`src/hw/rtl/dual_timebase_timestamp_unit_macros.svh`:
```
// Assertion macros shared by the timestamp unit RTL.
// Each macro expects clk_i and rst_ni to exist in the calling module.
`ifndef DUAL_TIMEBASE_TIMESTAMP_UNIT_MACROS_SVH
`define DUAL_TIMEBASE_TIMESTAMP_UNIT_MACROS_SVH
`ifndef ASSERT_OFF
// A property that must hold at every clock edge out of reset.
`define DTTS_ASSERT(lbl, prop, msg) \
  lbl: assert property (@(posedge clk_i) disable iff (!rst_ni) (prop)) else $error(msg);
// A consequence that must hold in the same cycle as its antecedent.
`define DTTS_IMPLY(lbl, ante, cons, msg) \
  lbl: assert property (@(posedge clk_i) disable iff (!rst_ni) (ante) |-> (cons)) else $error(msg);
// A consequence that must hold in the cycle after its antecedent.
`define DTTS_NEXT(lbl, ante, cons, msg) \
  lbl: assert property (@(posedge clk_i) disable iff (!rst_ni) (ante) |=> (cons)) else $error(msg);
`else
`define DTTS_ASSERT(lbl, prop, msg)
`define DTTS_IMPLY(lbl, ante, cons, msg)
`define DTTS_NEXT(lbl, ante, cons, msg)
`endif
`endif

```
`src/hw/rtl/dtts_pkg.sv`:
```
`default_nettype none

package dtts_pkg;

  // Event codes carried in the kind field of an input item.
  typedef enum logic [2:0] {
    KIND_RESYNC   = 3'd0,
    KIND_OVERFLOW = 3'd1,
    KIND_READ     = 3'd2,
    KIND_SLEEP    = 3'd3,
    KIND_FAST     = 3'd4
  } kind_e;

  typedef struct packed {
    logic [2:0]  kind;
    logic [31:0] slow_count;
    logic [15:0] fast_count;
    logic [31:0] wake_target;
  } dtts_in_t;

  typedef struct packed {
    logic [31:0] value;
    logic        used_fallback;
    logic        out_of_range;
  } dtts_out_t;

  // Per-stage tag: valid marks an item that yields a result, sleep marks an item whose
  // value still has to come out of the divider.
  typedef struct packed {
    logic      valid;
    logic      sleep;
    dtts_out_t res;
  } dtts_pipe_t;

  // Slow ticks to microseconds: (slow * 1000000 + 8192) >> 14.
  localparam logic [19:0] US_PER_SEC = 20'd1000000;
  localparam logic [51:0] SLOW_ROUND = 52'd8192;
  localparam int          SLOW_SHIFT = 14;

  localparam logic [31:0] FAST_LIMIT = 32'h0000_ffff;

  // Sleep conversion: ((ext << 14) + 500000) >> 6 equals ((ext << 8) + 7812) because the
  // low six bits never carry. 7812 splits into 30 above bit 8 and 0x84 below it.
  localparam logic [49:0] EXT_ROUND_HI = 50'd30;
  localparam logic [7:0]  EXT_ROUND_LO = 8'h84;

  // Remaining divisor 1000000 / 64 = 15625, handled 16 quotient bits at a time.
  // DIV_RECIP = ceil(2^44 / 15625) gives exact quotients for dividends below 2^30.
  localparam logic [13:0] DIV_DIGIT   = 14'd15625;
  localparam logic [30:0] DIV_RECIP   = 31'd1125899907;
  localparam int          RECIP_SHIFT = 44;

  function automatic logic [15:0] div_digit_q(input logic [29:0] x);
    logic [60:0] prod;
    prod = 61'(x) * 61'(DIV_RECIP);
    return prod[RECIP_SHIFT +: 16];
  endfunction

  function automatic logic [13:0] div_digit_r(input logic [29:0] x, input logic [15:0] q);
    logic [29:0] rem;
    rem = x - 30'(q) * 30'(DIV_DIGIT);
    return rem[13:0];
  endfunction

endpackage

`default_nettype wire

```
`src/hw/rtl/dual_timebase_timestamp_unit.sv`:
```
// Channel   Direction  Payload               Handshake
// -------   ---------  --------------------  ----------------------
// in        input      dtts_pkg::dtts_in_t   in_valid_i / in_ready_o
// out       output     dtts_pkg::dtts_out_t  out_valid_o / out_ready_i
//
// One item is accepted per cycle while in_ready_o is high. The pipeline depth is set by the
// sleep conversion, a division by 15625 done as three 16-bit digits: the first two each a
// reciprocal multiply followed by a remainder multiply, the last a reciprocal multiply only.
// Reset clears all timebase state at once; there is no clearing pass.
// A two-entry output buffer absorbs a stalled consumer, and in_ready_o drops only once both
// entries are full. Items without a result leave a bubble and never reach the output.
`default_nettype none

module dual_timebase_timestamp_unit (
  input  logic                clk_i,
  input  logic                rst_ni,
  input  logic                in_valid_i,
  output logic                in_ready_o,
  input  dtts_pkg::dtts_in_t  in_data_i,
  output logic                out_valid_o,
  input  logic                out_ready_i,
  output dtts_pkg::dtts_out_t out_data_o
);

  // The whole pipeline advances together; it holds only while the output buffer is full.
  logic                 pipe_en;
  dtts_pkg::dtts_pipe_t front_pipe;
  logic [57:0]          front_m;
  logic                 div_valid;
  dtts_pkg::dtts_out_t  div_data;

  assign in_ready_o = pipe_en;

  // Input register, timebase state, slow-to-microsecond conversion and the timestamp and
  // fast compare results.
  dtts_front u_front (
    .clk_i      (clk_i),
    .rst_ni     (rst_ni),
    .en_i       (pipe_en),
    .in_valid_i (in_valid_i),
    .in_data_i  (in_data_i),
    .pipe_o     (front_pipe),
    .m_o        (front_m)
  );

  // Sleep target to slow ticks. Other results ride along unchanged to keep item order.
  dtts_div u_div (
    .clk_i       (clk_i),
    .rst_ni      (rst_ni),
    .en_i        (pipe_en),
    .pipe_i      (front_pipe),
    .m_i         (front_m),
    .out_valid_o (div_valid),
    .out_data_o  (div_data)
  );

  // Output register with a skid entry.
  dtts_skid u_skid (
    .clk_i       (clk_i),
    .rst_ni      (rst_ni),
    .in_valid_i  (div_valid),
    .in_data_i   (div_data),
    .in_ready_o  (pipe_en),
    .out_valid_o (out_valid_o),
    .out_data_o  (out_data_o),
    .out_ready_i (out_ready_i)
  );

endmodule

`default_nettype wire

```
`src/hw/rtl/dtts_front.sv`:
```
`default_nettype none

`include "dual_timebase_timestamp_unit_macros.svh"

module dtts_front (
  input  logic                 clk_i,
  input  logic                 rst_ni,
  input  logic                 en_i,
  input  logic                 in_valid_i,
  input  dtts_pkg::dtts_in_t   in_data_i,
  output dtts_pkg::dtts_pipe_t pipe_o,
  output logic [57:0]          m_o
);

  logic               s1_valid_q;
  dtts_pkg::dtts_in_t s1_q;

  logic        s2_valid_q;
  logic [2:0]  s2_kind_q;
  logic [51:0] s2_prod_q;
  logic [15:0] s2_fast_q;
  logic [31:0] s2_target_q;
  logic [49:0] s2_ext_hi_q;

  logic [31:0] wrap_q, wrap_d;
  logic [31:0] last_q, last_d;
  logic [31:0] base_q, base_d;
  logic [15:0] sync_q, sync_d;
  logic        tout_q, tout_d;

  logic [51:0] slow_prod;
  logic [31:0] wrap_new;
  logic [51:0] conv_sum;
  logic [31:0] conv;
  logic [31:0] read_ts;
  logic [31:0] fast_cmp;

  // Stage one: slow conversion product and the wrap count of sleep targets.
  assign slow_prod = 52'(s1_q.slow_count) * 52'(dtts_pkg::US_PER_SEC);
  assign wrap_new  = wrap_q + 32'(s1_q.wake_target < last_q);

  always_comb begin
    wrap_d = wrap_q;
    last_d = last_q;
    if (en_i && s1_valid_q && s1_q.kind == dtts_pkg::KIND_SLEEP) begin
      wrap_d = wrap_new;
      last_d = s1_q.wake_target;
    end
  end

  // Stage two: rounding, timebase state and the results that need no division.
  assign conv_sum = s2_prod_q + dtts_pkg::SLOW_ROUND;
  assign conv     = conv_sum[dtts_pkg::SLOW_SHIFT +: 32];
  assign read_ts  = 32'(s2_fast_q) - 32'(sync_q) + base_q;
  assign fast_cmp = s2_target_q - base_q + 32'(sync_q);
  assign m_o      = {s2_ext_hi_q + dtts_pkg::EXT_ROUND_HI, dtts_pkg::EXT_ROUND_LO};

  always_comb begin
    base_d = base_q;
    sync_d = sync_q;
    tout_d = tout_q;
    pipe_o = '0;
    unique case (s2_kind_q)
      dtts_pkg::KIND_RESYNC: begin
        if (en_i && s2_valid_q) begin
          sync_d = s2_fast_q;
          base_d = conv;
          tout_d = 1'b0;
        end
      end
      dtts_pkg::KIND_OVERFLOW: begin
        if (en_i && s2_valid_q) begin
          tout_d = 1'b1;
        end
      end
      dtts_pkg::KIND_READ: begin
        pipe_o.valid             = s2_valid_q;
        pipe_o.res.value         = tout_q ? conv : read_ts;
        pipe_o.res.used_fallback = tout_q;
      end
      dtts_pkg::KIND_SLEEP: begin
        pipe_o.valid = s2_valid_q;
        pipe_o.sleep = 1'b1;
      end
      dtts_pkg::KIND_FAST: begin
        pipe_o.valid            = s2_valid_q;
        pipe_o.res.value        = fast_cmp;
        pipe_o.res.out_of_range = (fast_cmp >= dtts_pkg::FAST_LIMIT);
      end
      default: begin
      end
    endcase
  end

  always_ff @(posedge clk_i or negedge rst_ni) begin
    if (!rst_ni) begin
      s1_valid_q <= 1'b0;
      s2_valid_q <= 1'b0;
      s2_kind_q  <= dtts_pkg::KIND_RESYNC;
      wrap_q     <= '0;
      last_q     <= '0;
      base_q     <= '0;
      sync_q     <= '0;
      tout_q     <= 1'b0;
    end else begin
      if (en_i) begin
        s1_valid_q <= in_valid_i;
        s2_valid_q <= s1_valid_q;
        s2_kind_q  <= s1_q.kind;
      end
      wrap_q <= wrap_d;
      last_q <= last_d;
      base_q <= base_d;
      sync_q <= sync_d;
      tout_q <= tout_d;
    end
  end

  always_ff @(posedge clk_i) begin
    if (en_i) begin
      s1_q        <= in_data_i;
      s2_prod_q   <= slow_prod;
      s2_fast_q   <= s1_q.fast_count;
      s2_target_q <= s1_q.wake_target;
      s2_ext_hi_q <= {wrap_new[17:0], s1_q.wake_target};
    end
  end

  `DTTS_ASSERT(a_wrap_step, (wrap_q == $past(wrap_q)) || (wrap_q == $past(wrap_q) + 32'd1), "wrap count moved by more than one")

endmodule

`default_nettype wire

```
`src/hw/rtl/dtts_div.sv`:
```
`default_nettype none

`include "dual_timebase_timestamp_unit_macros.svh"

module dtts_div (
  input  logic                 clk_i,
  input  logic                 rst_ni,
  input  logic                 en_i,
  input  dtts_pkg::dtts_pipe_t pipe_i,
  input  logic [57:0]          m_i,
  output logic                 out_valid_o,
  output dtts_pkg::dtts_out_t  out_data_o
);

  localparam int Stages = 6;

  dtts_pkg::dtts_pipe_t pipe_q [Stages];

  logic [57:0] m_q;
  logic [15:0] q1_q;
  logic [25:0] x1_q;
  logic [31:0] lo2_q;
  logic [29:0] x2_q;
  logic [15:0] lo3_q;
  logic [15:0] q2_q;
  logic [29:0] x2b_q;
  logic [15:0] lo4_q;
  logic [29:0] x3_q;
  logic [15:0] q2c_q;
  logic [15:0] q3_q;
  logic [15:0] q2d_q;

  // Long division of the 58-bit dividend by 15625 in 16-bit digits. The top ten bits are
  // below the divisor, so they start out as the first partial remainder.
  always_ff @(posedge clk_i) begin
    if (en_i) begin
      m_q   <= m_i;
      q1_q  <= dtts_pkg::div_digit_q(30'(m_q[57:32]));
      x1_q  <= m_q[57:32];
      lo2_q <= m_q[31:0];
      x2_q  <= {dtts_pkg::div_digit_r(30'(x1_q), q1_q), lo2_q[31:16]};
      lo3_q <= lo2_q[15:0];
      q2_q  <= dtts_pkg::div_digit_q(x2_q);
      x2b_q <= x2_q;
      lo4_q <= lo3_q;
      x3_q  <= {dtts_pkg::div_digit_r(x2b_q, q2_q), lo4_q};
      q2c_q <= q2_q;
      q3_q  <= dtts_pkg::div_digit_q(x3_q);
      q2d_q <= q2c_q;
    end
  end

  always_ff @(posedge clk_i or negedge rst_ni) begin
    if (!rst_ni) begin
      for (int i = 0; i < Stages; i++) begin
        pipe_q[i] <= '0;
      end
    end else if (en_i) begin
      pipe_q[0] <= pipe_i;
      for (int i = 1; i < Stages; i++) begin
        pipe_q[i] <= pipe_q[i-1];
      end
    end
  end

  // Only the low 32 quotient bits are kept.
  always_comb begin
    out_data_o = pipe_q[Stages-1].res;
    if (pipe_q[Stages-1].sleep) begin
      out_data_o.value = {q2d_q, q3_q};
    end
  end

  assign out_valid_o = pipe_q[Stages-1].valid;

  `DTTS_IMPLY(a_rem_mid, pipe_q[2].valid && pipe_q[2].sleep, x2_q[29:16] < dtts_pkg::DIV_DIGIT, "middle digit remainder out of range")
  `DTTS_IMPLY(a_rem_low, pipe_q[4].valid && pipe_q[4].sleep, x3_q[29:16] < dtts_pkg::DIV_DIGIT, "low digit remainder out of range")

endmodule

`default_nettype wire

```
`src/hw/rtl/dtts_skid.sv`:
```
`default_nettype none

`include "dual_timebase_timestamp_unit_macros.svh"

module dtts_skid (
  input  logic                clk_i,
  input  logic                rst_ni,
  input  logic                in_valid_i,
  input  dtts_pkg::dtts_out_t in_data_i,
  output logic                in_ready_o,
  output logic                out_valid_o,
  output dtts_pkg::dtts_out_t out_data_o,
  input  logic                out_ready_i
);

  logic                out_valid_q, out_valid_d;
  logic                skid_valid_q, skid_valid_d;
  dtts_pkg::dtts_out_t out_q, out_d;
  dtts_pkg::dtts_out_t skid_q, skid_d;
  logic                take;
  logic                push;

  assign in_ready_o = !skid_valid_q;
  assign take       = out_valid_q && out_ready_i;
  assign push       = in_valid_i && !skid_valid_q;

  always_comb begin
    out_valid_d  = out_valid_q;
    skid_valid_d = skid_valid_q;
    out_d        = out_q;
    skid_d       = skid_q;
    if (skid_valid_q) begin
      if (take) begin
        out_d        = skid_q;
        skid_valid_d = 1'b0;
      end
    end else if (push) begin
      if (!out_valid_q || take) begin
        out_d       = in_data_i;
        out_valid_d = 1'b1;
      end else begin
        skid_d       = in_data_i;
        skid_valid_d = 1'b1;
      end
    end else if (take) begin
      out_valid_d = 1'b0;
    end
  end

  always_ff @(posedge clk_i or negedge rst_ni) begin
    if (!rst_ni) begin
      out_valid_q  <= 1'b0;
      skid_valid_q <= 1'b0;
    end else begin
      out_valid_q  <= out_valid_d;
      skid_valid_q <= skid_valid_d;
    end
  end

  always_ff @(posedge clk_i) begin
    out_q  <= out_d;
    skid_q <= skid_d;
  end

  assign out_valid_o = out_valid_q;
  assign out_data_o  = out_q;

  `DTTS_IMPLY(a_skid_behind_out, skid_valid_q, out_valid_q, "skid entry held without an output entry")
  `DTTS_NEXT(a_skid_drains, skid_valid_q && out_ready_i, !skid_valid_q, "skid entry not drained")

endmodule

`default_nettype wire

```
`config.mk`:
```
export PLATFORM = sky130hd
export DESIGN_NAME = dual_timebase_timestamp_unit
export DESIGN_NICKNAME = d
export VERILOG_FILES = /design/src/hw/rtl/dtts_pkg.sv /design/src/hw/rtl/dual_timebase_timestamp_unit.sv /design/src/hw/rtl/dtts_front.sv /design/src/hw/rtl/dtts_div.sv /design/src/hw/rtl/dtts_skid.sv
export VERILOG_INCLUDE_DIRS = /design/src /design/src/hw/rtl
export SDC_FILE = /design/constraint.sdc
export NUM_CORES = 2
export LEC_CHECK = 0
export BUFFER_PORTS_ARGS = -buffer_cell sky130_fd_sc_hd__buf_2
export CAP_MARGIN = 15
export CORE_MARGIN = 4
export CORE_UTILIZATION = 60
export CTS_CLUSTER_SIZE = 24
export DETAILED_ROUTE_END_ITERATION = 10
export GPL_TIMING_DRIVEN = 0
export HOLD_SLACK_MARGIN = 0.08
export PLACE_DENSITY = 0.77
export SYNTH_ARGS = -nofsm -noshare
export SYNTH_HDL_FRONTEND = slang
export SYNTH_SLANG_ARGS = --single-unit
```
`constraint.sdc`:
```
create_clock -name clk_i -period 29.8 [get_ports clk_i]
set_input_delay 5.96 -clock clk_i [delete_from_list [all_inputs] [get_ports clk_i]]
set_output_delay 5.96 -clock clk_i [all_outputs]
set_load 0.02 [all_outputs]
```
# After elaboration in Yosys (flattened, before gate mapping)
# Index checks and enable logic that the tools add are counted.
# classes
addsub	9
mul	6
n_lt_le_gt_ge	2
eq_ne	9
mux	21
bitwise	2
n_reduce_logical	19
# ops
cell	n
2-to-1 mux 34 bit	4
2-to-1 mux 32 bit	2
case mux 32 bit (2 select lines)	1
multiplier 30 x 31 -> 60 bit, second input constant	1
multiplier 28 x 31 -> 58 bit, second input constant	1
multiplier 26 x 31 -> 57 bit, second input constant	1
adder 50 x 5 -> 50 bit, second input constant	1
adder 46 x 14 -> 46 bit, second input constant	1
multiplier 32 x 14 -> 40 bit, second input constant	1
adder 32 x 1 -> 32 bit	1
adder 32 x 16 -> 32 bit	1
adder 32 bit	1
greater-or-equal comparator 32 x 16 -> 1 bit, second input constant	1
< comparator 32 bit	1
subtractor 32 bit	1
subtractor 14 bit	2
subtractor 16 x 16 -> 17 bit	1
multiplier 16 x 14 -> 14 bit, second input constant	1
multiplier 13 x 14 -> 14 bit, second input constant	1
2-to-1 mux 1 bit	13
AND reduction 3 bit	4
== test 3 x 2 -> 1 bit, second input constant	3
nonzero test 2 bit	4
logical AND 1 bit	5
11 further kinds	15
# word_totals
ff_bits	872
in_bits	87
output_inout_bits	36
wordCells	135

# Longest topological paths before layout
# logic_depth
word_depth	5
ltp_mapped	27
depth_no_buf	27

# Modules after synthesis
# Synthesis repeated with hierarchy kept, for this count alone.
# hier_totals
cells_unflattened	7209
hier_area_um2	83064.7
# modules_own_cells
mod	instances	cells_each	area_each_um2	seq_area_each_um2
dtts_div	1	4864	57915.5	14023.4
dtts_front	1	2227	22557.9	8067.7
dtts_skid	1	118	2591.2	2092.0

# Least setup slack after synthesis
# Ideal clock, no wire load.
# synth_timing
path_type	register to output
start	register u_skid.skid_valid_q
end	output port in_ready_o
arrival_time_ns	12.572
t_required_ns	23.840
slack_ns	11.268
stages_incl_launch_ff	4
cell_sequence	dfrtp_1 > clkbuf_1 > inv_2 > buf_1
# synth_between
elab_chain_len	1
# synth_lines
item	line_no	source
start, declared	dtts_skid.sv:17	logic skid_valid_q, skid_valid_d;
start signal, assigned	dtts_skid.sv:56	skid_valid_q <= skid_valid_d;
logical NOT 1 bit	dtts_skid.sv:23	assign in_ready_o = !skid_valid_q;
end, declared	dual_timebase_timestamp_unit.sv:18	output logic in_ready_o,
# Every way passes these cells.

# Final worst setup path
# Ends and elaborated chain as after synthesis.

==> flow_metrics.env <==
export IMPL_status="finished clean"
export IMPL_post_cts_buffers=0
export IMPL_cpLargestDelayFamily="buffers and inverters"
export IMPL_wl_met2_um=83900
export IMPL_firstDrtPassIters=5
export IMPL_htree_num_levels=3
export IMPL_nets=9151
export IMPL_vias=48000
export IMPL_area_growth_pct=7.65
export IMPL_fin_crit_sh_pct=33.3
export IMPL_synth_sequential_area_ratio_pct=29.6
export IMPL_required_ps=23840
export IMPL_whs_ps=411
export IMPL_die_y_um=368
export IMPL_cts_root_buffer="clkbuf_16"
export IMPL_drv_slew=0
export IMPL_synth_top_area_share_pct=25.2
export IMPL_clkTransAtPathRegs_ps=60
export IMPL_cts_repair_resize_count=0
export IMPL_top_layer="met5"
export IMPL_cp_cell_sequence="clkbuf_1 -> inv_2 -> buf_2 -> buf_12 -> buf_12 -> buf_12 -> buf_12 -> buf_12 -> buf_12 -> buf_2"
export IMPL_port_buffers=122
export IMPL_io_pins=123
export IMPL_synthArstFlopShare_pct=39.3
export IMPL_ys_seq_elements=819
export IMPL_skew_ps=37.9
export IMPL_syn_mean_instance_area_um2=11.6
export IMPL_cp_slowest_cell="inv_2"
export IMPL_ys_top_cells_by_area="fa_1 (25%), edfxtp_1 (19%), ha_1 (19%)"
export IMPL_grt_antenna_before_repair=5
export IMPL_drive_above_1_share_pct=8.71
export IMPL_max_freq_mhz=101
export IMPL_setup_tns_ps=0
export IMPL_clock_sinks=819
export IMPL_met1_length_um=75000
export IMPL_drv_cap=0
export IMPL_rows=131
export IMPL_ant_nets=0
export IMPL_die_area_mm2=0.135
export IMPL_holdBufCountCts=0
export IMPL_gp_congestion=1.03
export IMPL_end_kind="output port"
export IMPL_syn_inst=6671
export IMPL_die_x_um=368
export IMPL_worstSetupPathType="register to output port"
export IMPL_cts_max_path_buffers=3
export IMPL_ys_flop_type="edfxtp_1"
export IMPL_drt_wl_total_um=176000
export IMPL_path_max_fanout=44
export IMPL_syn_area_mm2=0.0777
export IMPL_netlist_top_cell_by_area="fa_1"
export IMPL_crit_arrival_ps=3970
export IMPL_core_mm2=0.128
export IMPL_period_minus_slack_ps=9930
export IMPL_cts_buffers=86
export IMPL_hpwl_um=148000
export IMPL_wl_per_cell_um=20.2
export IMPL_cp_common_cell="buf_12"
export IMPL_wl_met3_um=10400
export IMPL_synth_cell_types=95
export IMPL_grt_pass1_wl_um=282000
export IMPL_dr_first_iter_drc_count=3318
export IMPL_critical_path_max_stage_delay_ps=390
export IMPL_startpoint_type="register"
export IMPL_ys_warn_count=0
export IMPL_drc_errors=0
export IMPL_finalSetupViolations=0
export IMPL_initial_core_util_pct=60.7
export IMPL_hp_class="register to register"
export IMPL_cts_tree="built"
export IMPL_grt_total_usage_pct=26.9
export IMPL_viasPerCell=5.52
export IMPL_critPathBufInv=10
export IMPL_overflow=0
export IMPL_slew_headroom_pct=34.0
export IMPL_hold_viol_final=0
export IMPL_grt_pass1_vias=51000
export IMPL_tightest_slew_ps=990
export IMPL_grt_max_degree=128
export IMPL_synth_fp_nets=8926
export IMPL_synth_edf_count=497
export IMPL_clkLatencyLatePin_ps=680
export IMPL_num_antenna_cells=0
export IMPL_rsz0062_at_grt="no"
-- through the flow --
step                std cells  utilization, %  instance area, µm²  worst slack (ps)
finish                   8698            65.3               83600             19870
global route             8698            65.3               83600             19620
CTS                      8698            65.3               83600             19790
detailed placement       8537            63.1               80800             20560
global placement         8522            62.9               80500              4550
floorplan                6671               -               77700             11270
-- final cells by class --
class / count / area (µm²)
well taps: 1729 / 2160
repair buffers: 137 / 931
multi-input cells: 4138 / 48300
flip-flops and latches: 819 / 23000
plain buffers: 65 / 246
clock buffers: 113 / 2350
inverters: 1649 / 6190
fillers: 9615 / 44400
clock inverters: 48 / 479
-- path summary, 6_finish.rpt --
path	startpoint	endpoint	slack (ps)	cells after the start
hold reg to reg	u_div.q2c_q[8]	u_div.q2d_q[8]	410	0
hold / removal	u_div.q2c_q[8]	u_div.q2d_q[8]	410	0
setup reg to reg	u_div.x2_q[5]	u_div.q2_q[0]	21390	24
setup / recovery	u_skid.skid_valid_q	in_ready_o	19870	10
min in group asynchronous	rst_ni	u_front.base_q[5]	5270	1
max in group asynchronous	rst_ni	u_div.pipe_q[33]	23470	2
-- kinds of logic after synthesis --
group | synth area share [%]
adders and majority gates | 44.4
and+or+nand+nor | 4.32
buffers and inverters | 8.28
AOI/OAI and AO/OA | 5.88
DFF | 29.6
muxes | 4.09
xor gates and xnor gates | 3.47
-- layout by cell type (no fill, tap or decap), types with 16 or more instances in the layout --
cell	instances
edfxtp_1	497
a21o_1	117
buf_2	122
o21bai_1	23
dfrtp_1	322
mux2_2	273
clkbuf_1	77
o21ai_0	164
nand4_1	35
a211oi_1	16
o21a_1	25
nand2_1	202
nor2b_1	33
inv_1	1647
nand3_1	82
xor2_1	101
and3_1	44
fa_1	979
ha_1	1189
a21oi_1	172
xnor2_1	202
nor2_1	156
nor3_1	47
or2_2	23
clkbuf_16	87
-- per-layer routing --
layer	global-route usage [%]	vias up
met5	0	-
met4	8.50	8
met3	4.22	318
met2	44.1	1350
met1	37.0	24200
li1	-	22200
-- Yosys cell counts, types with 10 or more instances --
library cell,count
a31oi_1,12
inv_1,1647
mux2_2,273
o21a_1,25
nor2_1,156
nand2_1,202
a211oi_1,16
nor2b_1,33
ha_1,1189
o21ai_0,164
and3_1,45
clkbuf_1,59
and2_1,12
mux2i_1,10
xnor2_1,202
nand4_1,35
dfrtp_1,322
edfxtp_1,497
a21oi_1,173
nand2b_1,15
or2_2,23
fa_1,979
xor2_1,101
o21bai_1,23
nor3_1,47
o211ai_1,13
nand3_1,82
a21o_1,117
a22oi_1,14
a21boi_0,10
-- registers in the layout, indices dropped and copies added, names as in the netlist, 32 cells and up --
| register | flops |
|---|---|
| u_div.m_q | 50 |
| u_div.pipe_q | 213 |
| u_front.base_q | 32 |
| u_front.last_q | 32 |
| u_front.s1_q | 83 |
| u_front.s2_ext_hi_q | 50 |
| u_front.s2_prod_q | 33 |
| u_skid.out_data_o | 34 |
| u_skid.skid_q | 34 |
Power is not shown: default switching activity piles up to over one toggle a cycle in this logic, so the estimate is an artifact.
